`src/hdl/cst_pkg.sv`:
```
// ----------------------------------------------------------------------------
// cst_pkg
// shared types, command and status codes for the connection slot table
// ----------------------------------------------------------------------------
package cst_pkg;

   localparam int SLOTS_DEF     = 64;
   localparam int CMD_W         = 3;
   localparam int STATUS_W      = 3;
   localparam int ID_W          = 7;
   localparam int PORT_W        = 16;
   localparam int IP_W          = 64;
   localparam int PROTO_W       = 8;
   localparam int BYTES_W       = 16;
   localparam int BUF_W         = 20;
   localparam int GEN_W         = 32;
   localparam int REJ_W         = 32;
   localparam int QUOTA_W       = 7;
   localparam int CAP_W         = 21;
   localparam int CSR_W         = 21;
   localparam int CSR_IDX_W     = 1;
   localparam logic [CAP_W-1:0] BUF_LIMIT = 21'h100000;

   localparam logic [CSR_IDX_W-1:0] CSR_MAX_PER_IP   = 1'b0;
   localparam logic [CSR_IDX_W-1:0] CSR_MAX_BUFFERED = 1'b1;

   localparam logic [CMD_W-1:0] CMD_CLAIM   = 3'd0;
   localparam logic [CMD_W-1:0] CMD_FIND    = 3'd1;
   localparam logic [CMD_W-1:0] CMD_NEXT    = 3'd2;
   localparam logic [CMD_W-1:0] CMD_DEPOSIT = 3'd3;
   localparam logic [CMD_W-1:0] CMD_CONSUME = 3'd4;
   localparam logic [CMD_W-1:0] CMD_RELEASE = 3'd5;
   localparam logic [CMD_W-1:0] CMD_READ    = 3'd6;

   localparam logic [STATUS_W-1:0] ST_OK        = 3'd0;
   localparam logic [STATUS_W-1:0] ST_FULL      = 3'd1;
   localparam logic [STATUS_W-1:0] ST_QUOTA     = 3'd2;
   localparam logic [STATUS_W-1:0] ST_DUP       = 3'd3;
   localparam logic [STATUS_W-1:0] ST_BAD_SLOT  = 3'd4;
   localparam logic [STATUS_W-1:0] ST_OVER_CAP  = 3'd5;
   localparam logic [STATUS_W-1:0] ST_NOT_FOUND = 3'd6;

   // controller to datapath
   typedef struct packed {
      logic load;       // capture request beat
      logic scan_clr;   // clear scan results, point at slot 0
      logic scan_rd;    // read slot at scan pointer
      logic scan_eval;  // evaluate read slot
      logic addr_rd;    // read addressed slot
      logic exec;       // apply the command
      logic fin_rd;     // read reported slot
      logic respond;    // drive response beat
   } ctl_type;

   // datapath to controller
   typedef struct packed {
      logic scan_last;  // evaluated slot was the last
      logic is_scan;    // command needs a table scan
   } sts_type;

endpackage

```
`src/hdl/cst_ctrl.sv`:
```
// ----------------------------------------------------------------------------
// cst_ctrl
// command sequencer: scan loop, slot read, execute, respond
// ----------------------------------------------------------------------------
module cst_ctrl
   import cst_pkg::*;
(
   input  logic    clock,
   input  logic    reset,
   input  logic    start,
   output logic    busy,
   output ctl_type ctl,
   input  sts_type sts
);

   typedef enum logic [2:0] {
      S_IDLE, S_DECODE, S_SREAD, S_SEVAL, S_AREAD, S_EXEC, S_FREAD, S_RESP
   } state_type;

   state_type state_ff, state_in;

   always_comb begin
      state_in = state_ff;
      ctl      = '0;
      case (state_ff)
         S_IDLE: begin
            if (start) begin
               ctl.load = 1'b1;
               state_in = S_DECODE;
            end
         end
         S_DECODE: begin
            ctl.scan_clr = 1'b1;
            state_in = sts.is_scan ? S_SREAD : S_AREAD;
         end
         S_SREAD: begin
            ctl.scan_rd = 1'b1;
            state_in = S_SEVAL;
         end
         S_SEVAL: begin
            ctl.scan_eval = 1'b1;
            state_in = sts.scan_last ? S_EXEC : S_SREAD;
         end
         S_AREAD: begin
            ctl.addr_rd = 1'b1;
            state_in = S_EXEC;
         end
         S_EXEC: begin
            ctl.exec = 1'b1;
            state_in = S_FREAD;
         end
         S_FREAD: begin
            ctl.fin_rd = 1'b1;
            state_in = S_RESP;
         end
         S_RESP: begin
            ctl.respond = 1'b1;
            state_in = S_IDLE;
         end
         default: state_in = S_IDLE;
      endcase
   end

   always_ff @(posedge clock) begin
      if (reset) begin
         state_ff <= S_IDLE;
      end else begin
         state_ff <= state_in;
      end
   end

   assign busy = (state_ff != S_IDLE);

endmodule

```
`config.mk`:
```
export PLATFORM = sky130hd
export DESIGN_NAME = cst_ctrl
export DESIGN_NICKNAME = d
export VERILOG_FILES = /design/src/hdl/cst_pkg.sv /design/src/hdl/cst_ctrl.sv
export SDC_FILE = /design/constraint.sdc
export NUM_CORES = 1
export LEC_CHECK = 0
export ABC_AREA = 1
export BUFFER_PORTS_ARGS = -buffer_cell sky130_fd_sc_hd__buf_2
export CAP_MARGIN = 20
export CORE_AREA = 2 2 39 41
export CTS_BUF_LIST = sky130_fd_sc_hd__clkbuf_16
export DETAILED_ROUTE_END_ITERATION = 10
export DIE_AREA = 0 0 41 43
export PLACE_DENSITY_LB_ADDON = 0.05
export SLEW_MARGIN = 20
export SYNTH_ARGS = -nofsm -noshare
export SYNTH_HDL_FRONTEND = slang
export SYNTH_SLANG_ARGS = --single-unit
```
`constraint.sdc`:
```
create_clock -name clock -period 1.95 [get_ports clock]
set_clock_uncertainty 0.15 [all_clocks]
set_input_delay 0.2925 -clock clock [delete_from_list [all_inputs] [get_ports clock]]
set_output_delay 0.2925 -clock clock [all_outputs]
set_load 0.005 [all_outputs]
```
After elaboration in Yosys (flattened, before gate mapping)
Index checks and enable logic that the tools add are counted.
Widths: inputs -> output; s select.
- eq/ne operators: 8
- multiplexer cells: 13
- reductions and logical operators: 2
- operators by type and width (cell ; number):
    $pmux 3 s8 ; 1
    $eq 3x3->1 const B ; 4
    $mux 1 ; 9
    $mux 3 ; 3
    $eq 3x2->1 const B ; 2
    $eq 3x1->1 const B ; 1
    $logic_not 3->1 ; 1
    $reduce_bool 3->1 ; 1
    $ne 2x2->1 const B ; 1
- register bits after elaboration: 3
- input port bits: 5
- output and inout bits: 9
- word-level logic and storage cells: 24

Depth between registers and ports, before layout
Gate-level depths: netlist of run 1.
- depth after elaboration: 2
- depth in mapped cells: 6
- depth with buffers taken out: 6

Worst setup path before layout of run 1
No wires, ideal clock.
- path kind: flip-flop to output port
- from: register state_ff[0]
- to: output port ctl[2] in the netlist's numbering
- arrival: 0.719 ns
- required time: 1.507 ns
- slack: 0.789 ns
- stages on the path, launching flop included: 5
- path buffers: 0
- cell sequence: dfxtp_1 inv_1 nor2_1 inv_1 nor2_1
- RTL lines (what ; RTL line ; text):
    start, declared ; cst_ctrl.sv:20 ; state_type state_ff, state_in;
    start signal, assigned ; cst_ctrl.sv:68 ; state_ff <= state_in;
    end, declared ; cst_ctrl.sv:12 ; output ctl_type ctl,

==> results of run 1 <==
## per-stage QoR
| stage | utilization | total power, W | instances | instance area [um2] |
|---|---|---|---|---|
| 6_report | 0.262 | 0.000466 | 69 | 363 |
| 5_1_grt | 0.262 | 0.000494 | 69 | 363 |
| 4_1_cts | 0.262 | 0.000475 | 69 | 363 |
| 3_5_place_dp | 0.205 | 0.000150 | 65 | 284 |
| 3_3_place_gp | 0.205 | 0.000150 | 65 | 284 |
| 2_1_floorplan | - | 0.000120 | 36 | 199 |
## final timing paths
path	endpoint	slack [ps]	start
worst max register to register	state_ff[1]$_SDFFE_PP0P_	880	state_ff[0]$_SDFFE_PP0P_
worst max-delay path	ctl[2]	400	state_ff[0]$_SDFFE_PP0P_
worst min-delay path	state_ff[2]$_SDFFE_PP0P_	110	reset
worst min register to register	state_ff[0]$_SDFFE_PP0P_	450	state_ff[0]$_SDFFE_PP0P_
## power groups by stage
| stage | clock [W] | combinational [W] | sequential [W] |
|---|---|---|---|
| 6_report | 0.000319 | 0.0000667 | 0.0000810 |
| 5_1_grt | 0.000331 | 0.0000792 | 0.0000834 |
| 4_1_cts | 0.000326 | 0.0000684 | 0.0000811 |
| 3_5_place_dp | 0 | 0.0000677 | 0.0000819 |
| 3_3_place_gp | 0 | 0.0000675 | 0.0000824 |
| 2_1_floorplan | 0 | 0.0000406 | 0.0000790 |
## routing by layer
layer	GRT usage	vias up	wire length (um)
li1	-	142	-
met1	0.103	107	271
met3	0.0314	0	23
met5	0	-	0
met2	0.128	4	313
met4	0.0600	0	0
## synth_stat cells, drive strengths merged
library cell and instances:
inv 5, nor3 2, o21ai 1, a21oi 1
dfxtp 3, nand3 1, nor2 12, nand2 11
## cell families (layout without fill, tap and decap cells)
kind of cell | count (synthesis) | in the layout | share of synthesized area
buf+inv | 5 | 22 | 0.0943
flops | 3 | 3 | 0.302
simple gates | 26 | 26 | 0.535
compound gates | 2 | 2 | 0.0692
## cell type report
class	count	area, um2	area share
Tap cell	16	20.0	0.0552
Inverter	5	18.8	0.0517
Clock inverter	1	3.75	0.0103
Timing Repair Buffer	13	65.1	0.179
Sequential cell	3	60.1	0.166
Multi-Input combinational cell	28	120	0.331
Clock buffer	3	75.1	0.207
## worst max-delay path, stage by stage, from the launching register on
cell                      delay (ps)
sky130_fd_sc_hd__dfxtp_1         410
sky130_fd_sc_hd__inv_1            80
sky130_fd_sc_hd__nor2_1          130
sky130_fd_sc_hd__inv_1            70
sky130_fd_sc_hd__nor2_1           80
sky130_fd_sc_hd__buf_2           110
==> Flow_metrics.wiki, run 1 <==
{| class="wikitable"
! Metric !! Value
|-
| Clock latency of the later-clocked register in the worst-skew pair || around 220 ps
|-
| Max FFs per register || 3
|-
| Internal power component || 0.000362 W
|-
| First-pass detailed-route iteration total || 2
|-
| Part of the power in the clock network || 0.683
|-
| Maximum clock rate || 645 MHz
|-
| Final worst slack || ~400 ps
|-
| Antenna-violating nets left || 0
|-
| Count of cells along the worst register-to-register path || 6
|-
| Wire length of the first global-routing pass || roughly 1000 um
|-
| Least-Margin Pin Slew || between 200 and 250 ps
|-
| Antenna violations before repair || 0
|-
| DRC violation total after the first TritonRoute iteration || 2
|-
| TritonCTS buffer count || 3
|-
| Post-synthesis register bit count || 3
|-
| Die X || 41 um
|-
| Number of remaining DRC errors || 0
|-
| Leakage component of the power || 0.208 nW
|-
| TNS Setup || 0 ps
|-
| Area enclosed by the die boundary || 1760 um2
|-
| Mean area per synthesized cell || approximately 5.5 um2
|-
| Register share of total power || 0.174
|-
| Number of cells on the worst hold path || 2
|-
| Area of the core || roughly 1400 um2
|-
| Clock tree from TritonCTS || done
|-
| Final critical path time including I/O delays and setup || about 1600 ps
|-
| Most flop-heavy register || state_ff
|-
| Final Hold Slack || 112 ps
|-
| Overflow left after global routing || 0
|-
| Total via count after detailed routing || approximately 250
|-
| Fraction of power spent switching nets || 0.223
|-
| Post-CTS Setup Inserts || 0
|-
| Count of unique library cells instantiated by Yosys || 11
|-
| Share of the yosys chip area belonging to registers || 0.302
|-
| Mean routed wirelength per cell || 8.81 um
|-
| Height of the die || 43 um
|-
| Critical Path Source Type || flip-flop
|-
| Area fraction of the dominant cell type after synthesis || 0.302
|-
| Mapped Area || 199 um2
|-
| Unrepaired setup endpoints after global routing || false
|-
| Hold Violations, Final || 0
|-
| Final Max Slew Viols || 0
|-
| Number of vias per cell || 3.67
|-
| Top cells by area, synth || sky130_fd_sc_hd__dfxtp_1 30%, sky130_fd_sc_hd__nor2_1 21%, sky130_fd_sc_hd__nand2_1 19%, sky130_fd_sc_hd__inv_1 7.5%, sky130_fd_sc_hd__nor3_1 5.0%
|-
| GRT Overall Usage || 0.0883
|-
| Number of hold-repair buffers added at the cts stage || 0
|-
| Ports || 14
|-
| Routability congestion estimate || 0.689
|-
| Critical Path AT || approximately 1100 ps
|-
| Total of max-cap violations || 0
|-
| Portion of the clock cycle consumed by the worst path in the final layout || 0.795
|-
| Area growth from synthesis to layout || 82.4%
|-
| Leading area contributor after synthesis || sky130_fd_sc_hd__dfxtp_1
|-
| Fraction of layout instances using a drive strength above 1 || 0.377
|-
| Path type of the worst setup path || flip-flop to primary output
|-
| VDD IR-drop max || 466 uV
|-
| Max Fanout on Critical Path || 6
|-
| Final setup violation count || 0
|-
| Mapped Cells || 36
|-
| Type of element capturing the critical path || primary output
|-
| Max-slew headroom at the worst pin || 0.842
|-
| Worst path required time || roughly 1500 ps
|-
| Net switching power figure || 0.000104 W
|-
| Post-detailed-routing wire length || 608 um
|-
| Post-cts resize count || 0
|-
| Half-perimeter wire length after placement || about 450 um
|-
| Areal power density over the cells || 1290 nW/um2
|-
| Synth Warn # || 0
|-
| Worst-case clock buffer depth || 2
|-
| Top library cells by usage in the layout, fill and taps aside || 13 x sky130_fd_sc_hd__buf_2, 11 x sky130_fd_sc_hd__nor2_1, 10 x sky130_fd_sc_hd__nand2_1
|-
| CTS H-tree depth || 1
|-
| Clock root buffer || sky130_fd_sc_hd__clkbuf_16
|-
| Number of filler instances in the final layout || 174
|-
| Count of buffers inserted at the top-level ports || 13
|-
| Vias in the first global route || 265
|-
| Effective utilization at floorplan || 0.144
|-
| Register clock-pin slew on the reported worst setup and hold paths || ~30 ps
|-
| Leading cell type in the layout, fill and taps excluded || sky130_fd_sc_hd__buf_2
|-
| Hold/Removal Path Class || input pin to flip-flop
|-
| Outcome || finished clean
|-
| Largest registers ranked by flip-flop count || state_ff (3)
|-
| Pre-CTS setup slack || roughly 620 ps
|-
| Antenna diode count || 0
|-
| Number of placement rows || 14
|-
| Clock Sinks || 3
|-
| Combinational share of power || 0.143
|-
| Total nets after synthesis || 41
|-
| Final net count || 59
|-
| Maximum number of pins on one net before global-route repair || 9
|}
Power figures use the tool's default switching activity.
==> inputs of run 2 (changes only) <==
ABC_AREA = 0   (was 1)
clock period = 1.28 ns   (was 1.95 ns; I/O delays follow)
==> Flow_metrics.wiki, run 2 <==
{| class="wikitable"
! Metric !! Value
|-
| Outcome || finished with violations (was finished clean)
|-
| Violated checks || setup timing
|-
| Die X || 41 um (unchanged)
|-
| Type of element capturing the critical path || primary output (unchanged)
|-
| Max FFs per register || 3 (unchanged)
|-
| Number of cells on the worst hold path || 2 (unchanged)
|-
| Max-slew headroom at the worst pin || 0.830 (was 0.842)
|-
| Post-synthesis register bit count || 3 (unchanged)
|-
| Antenna violations before repair || 0 (unchanged)
|-
| Final critical path time including I/O delays and setup || roughly 1500 ps
|-
| Antenna-violating nets left || 0 (unchanged)
|-
| Detailed route wirelength on metal2 || 334 um (was 313 um)
|-
| Hold Violations, Final || 0 (unchanged)
|-
| Worst-case clock buffer depth || 2 (unchanged)
|-
| Final Max Slew Viols || 0 (unchanged)
|-
| Critical Path Source Type || flip-flop (unchanged)
|-
| TritonCTS buffer count || 3 (unchanged)
|-
| Post-detailed-routing wire length || 707 um (was 608 um)
|-
| Number of vias per cell || 4.17 (was 3.67)
|-
| Fraction of layout instances using a drive strength above 1 || 0.818 (was 0.377)
|-
| Most flop-heavy register || state_ff (unchanged)
|-
| Fraction of registers with async set or reset after synthesis || 0 (unchanged)
|-
| Effective utilization at floorplan || 0.189 (was 0.144)
|-
| FF-to-FF Start || state_ff[2]$_SDFFE_PP0P_ (was state_ff[0]$_SDFFE_PP0P_)
|-
| Clock latency of the later-clocked register in the worst-skew pair || 220 ps (about the same)
|-
| Placed instance count || 60 (was 65)
|-
| Least-Margin Pin Slew || 255 ps (was 237 ps)
|-
| CTS H-tree depth || 1 (unchanged)
|-
| End of the worst hold path || state_ff[0]$_SDFFE_PP0P_ (was state_ff[2]$_SDFFE_PP0P_)
|-
| Critical Path AT || 1130 ps (was 1110 ps)
|-
| Areal power density over the cells || 1410 nW/um2 (was 1290 nW/um2)
|-
| Share of the yosys chip area belonging to registers || 0.230 (was 0.302)
|-
| Final worst slack || -190 ps (was 400 ps)
|-
| Count of buffers inserted at the top-level ports || 13 (unchanged)
|-
| First-pass detailed-route iteration total || 2 (unchanged)
|-
| Final net count || 61 (was 59)
|-
| Top library cells by usage in the layout, fill and taps aside || 12 x sky130_fd_sc_hd__buf_2, 10 x sky130_fd_sc_hd__buf_4, 3 x sky130_fd_sc_hd__clkbuf_16, 3 x sky130_fd_sc_hd__buf_6, 3 x sky130_fd_sc_hd__dfxtp_4 (was 13 x sky130_fd_sc_hd__buf_2, 11 x sky130_fd_sc_hd__nor2_1, 10 x sky130_fd_sc_hd__nand2_1)
|-
| Clock tree from TritonCTS || done (unchanged)
|-
| Overflow left after global routing || 0 (unchanged)
|-
| Number of flops mapped to enable cells by yosys || 0 (unchanged)
|-
| Final Cell Area || 546 um2 (was 363 um2)
|-
| Area fraction of the dominant cell type after synthesis || 0.230 (was 0.302)
|-
| Mean routed wirelength per cell || 9.96 um (was 8.81 um)
|-
| Wire length of the first global-routing pass || 1100 um (was 1040 um)
|-
| Worst path required time || 940 ps (was 1510 ps)
|-
| Total via count after detailed routing || 296 (was 253)
|-
| Number of hold-repair buffers added at the cts stage || 0 (unchanged)
|-
| Maximum clock rate || 680 MHz
|-
| Net switching power figure || 0.000162 W (was 0.000104 W)
|-
| Part of the power in the clock network || 0.628 (was 0.683)
|-
| Register share of total power || 0.153 (was 0.174)
|-
| Count of cells along the worst register-to-register path || 3 (was 6)
|-
| RR Endpoint || state_ff[2]$_SDFFE_PP0P_ (was state_ff[1]$_SDFFE_PP0P_)
|-
| Path type of the worst setup path || flip-flop to primary output (unchanged)
|-
| Combinational share of power || 0.220 (was 0.143)
|-
| Internal power component || 0.000610 W (was 0.000362 W)
|-
| Top cells by area, synth || sky130_fd_sc_hd__dfxtp_1 23%, sky130_fd_sc_hd__a2111oi_2 11%, sky130_fd_sc_hd__nand2b_1 7.2%, sky130_fd_sc_hd__buf_8 5.7%, sky130_fd_sc_hd__nor3b_1 5.7% (was sky130_fd_sc_hd__dfxtp_1 30%, sky130_fd_sc_hd__nor2_1 21%, sky130_fd_sc_hd__nand2_1 19%, sky130_fd_sc_hd__inv_1 7.5%, sky130_fd_sc_hd__nor3_1 5.0%)
|-
| Ports || 14 (unchanged)
|-
| Top sig layer || met3 (unchanged)
|-
| Synth Warn # || 0 (unchanged)
|-
| Mapped Area || 262 um2 (was 199 um2)
|-
| Number of remaining DRC errors || 0 (unchanged)
|-
| Final core utilization || 0.394 (was 0.262)
|-
| Area growth from synthesis to layout || 109% (was 82.4%)
|-
| Routability congestion estimate || 0.687 (was 0.689)
|-
| Final standard cell count with taps included and fillers excluded || 71 (was 69)
|-
| Total of max-cap violations || 0 (unchanged)
|-
| Area of the core || 1380 um2 (unchanged)
|-
| DRC violation total after the first TritonRoute iteration || 2 (unchanged)
|-
| Fraction of power spent switching nets || 0.210 (was 0.223)
|-
| Area enclosed by the die boundary || 1760 um2 (unchanged)
|-
| Overall power consumption || 0.000771 W (was 0.000466 W)
|-
| Number of placement rows || 14 (unchanged)
|-
| Leading cell type in the layout, fill and taps excluded || sky130_fd_sc_hd__buf_2 (unchanged)
|-
| VDD IR-drop max || 733 uV (was 466 uV)
|-
| Final setup violation count || 9 (was 0)
|-
| Antenna diode count || 0 (unchanged)
|-
| M1 WL || 312 um (was 271 um)
|-
| Total nets after synthesis || 34 (was 41)
|-
| GRT Overall Usage || 0.100 (was 0.0883)
|-
| Most frequent cells after synthesis || 3 x sky130_fd_sc_hd__dfxtp_1, 3 x sky130_fd_sc_hd__nand2b_1, 3 x sky130_fd_sc_hd__nor2_1 (was 11 x sky130_fd_sc_hd__nor2_1, 10 x sky130_fd_sc_hd__nand2_1, 4 x sky130_fd_sc_hd__inv_1)
|-
| Top_reg_cell synth || sky130_fd_sc_hd__dfxtp_1 (unchanged)
|-
| Largest registers ranked by flip-flop count || state_ff (3) (unchanged)
|-
| Clock Sinks || 3 (unchanged)
|-
| Final Hold Slack || 51.0 ps (was 112 ps)
|-
| Mean area per synthesized cell || 9.02 um2 (was 5.53 um2)
|-
| Vias in the first global route || 295 (was 265)
|-
| Register clock-pin slew on the reported worst setup and hold paths || 30 ps (about the same)
|-
| Max Fanout on Critical Path || 8 (was 6)
|-
| Clock root buffer || sky130_fd_sc_hd__clkbuf_16 (unchanged)
|-
| Cell area after placement || 353 um2 (was 284 um2)
|-
| Unrepaired setup endpoints after global routing || true (was false)
|-
| Maximum number of pins on one net before global-route repair || 9 (unchanged)
|-
| Count of unique library cells instantiated by Yosys || 20 (was 11)
|-
| Launch point of the worst hold path || reset (unchanged)
|-
| Leading area contributor after synthesis || sky130_fd_sc_hd__dfxtp_1 (unchanged)
|-
| Hold/Removal Path Class || input pin to flip-flop (unchanged)
|-
| Height of the die || 43 um (unchanged)
|-
| Mapped Cells || 29 (was 36)
|-
| Portion of the clock cycle consumed by the worst path in the final layout || 1.15
|-
| R2R Setup Slk || 60 ps (was 880 ps)
|-
| DR WL met3 || 60 um (was 23 um)
|-
| Leakage component of the power || 0.272 nW (was 0.208 nW)
|}
run 2: changes by cell type in the layout (fill, tap and decap cells not counted), sizes merged, moves of 2 or more:
cell and delta:
a2111oi +2, nand2b +3, and2 +3, inv -4, buf +12, nor2 -8
nand2 -11, nor3b +2
run 2: power groups by stage:
stage	clock network (W)	registers (W)	logic, W
6_report	0.000484	0.000118	0.000169
3_3_place_gp	0	0.000122	0.000119
4_1_cts	0.000491	0.000118	0.000164
5_1_grt	0.000507	0.000120	0.000183
2_1_floorplan	0	0.000109	0.0000870
3_5_place_dp	0	0.000122	0.000119
run 2: worst max-delay path by stage:
stage | startpoint | endpoint | slack [ps] | depth (start not counted)
after CTS | state_ff[0]$_SDFFE_PP0P_ | ctl[7] | -200 | 3
final | state_ff[0]$_SDFFE_PP0P_ | ctl[7] | -190 | 3
after global placement | state_ff[2]$_SDFFE_PP0P_ | ctl[7] | -10 | 3
after detailed placement | state_ff[2]$_SDFFE_PP0P_ | ctl[7] | -20 | 3
after floorplan | state_ff[2]$_SDFFE_PP0P_ | ctl[7] | 30 | 3
after global routing | state_ff[0]$_SDFFE_PP0P_ | ctl[7] | -230 | 3
run 2: per-layer routing:
metal  track usage  vias up
met5             0        -
met4        0.0600        0
met3        0.0628        0
met2         0.156       10
met1        0.0921      136
li1              -      150
run 2: worst max-delay path: stages (launching register included):
cell,delay (ps)
sky130_fd_sc_hd__dfxtp_4,360
sky130_fd_sc_hd__or3_4,370
sky130_fd_sc_hd__nor2_2,70
sky130_fd_sc_hd__buf_2,110
run 2: logic make-up after synthesis:
| group | share of synthesized area |
|---|---|
| AO/OA/AOI/OAI | 0.177 |
| flip-flops | 0.230 |
| buffers and inverters | 0.134 |
| AND/OR/NAND/NOR | 0.459 |
run 2: layout make-up:
cell class,count,area (um2)
multi-input combinational,22,203
tap,16,20.0
clock inverter,1,3.75
fill,146,838
inverter,1,3.75
clock buffer,3,75.1
sequential,3,71.3
timing repair buffer,25,169
run 2: through the flow:
| step | setup TNS (ps) | setup slack [ps] |
|---|---|---|
| after floorplan | 0 | 35.0 |
| after global placement | -14.4 | -14.4 |
| after detailed placement | -35.2 | -23.3 |
| after CTS | -1300 | -198 |
| after global routing | -1530 | -225 |
| final | -1220 | -190 |
run 2: repair_timing:
| action | CTS | global route |
|---|---|---|
| pin swaps | 3 | 1 |
| cloned | 0 | 0 |
| buffers inserted | 7 | 1 |
| resized for setup | 11 | 6 |
| endpoints found under the setup margin | 9 | 10 |
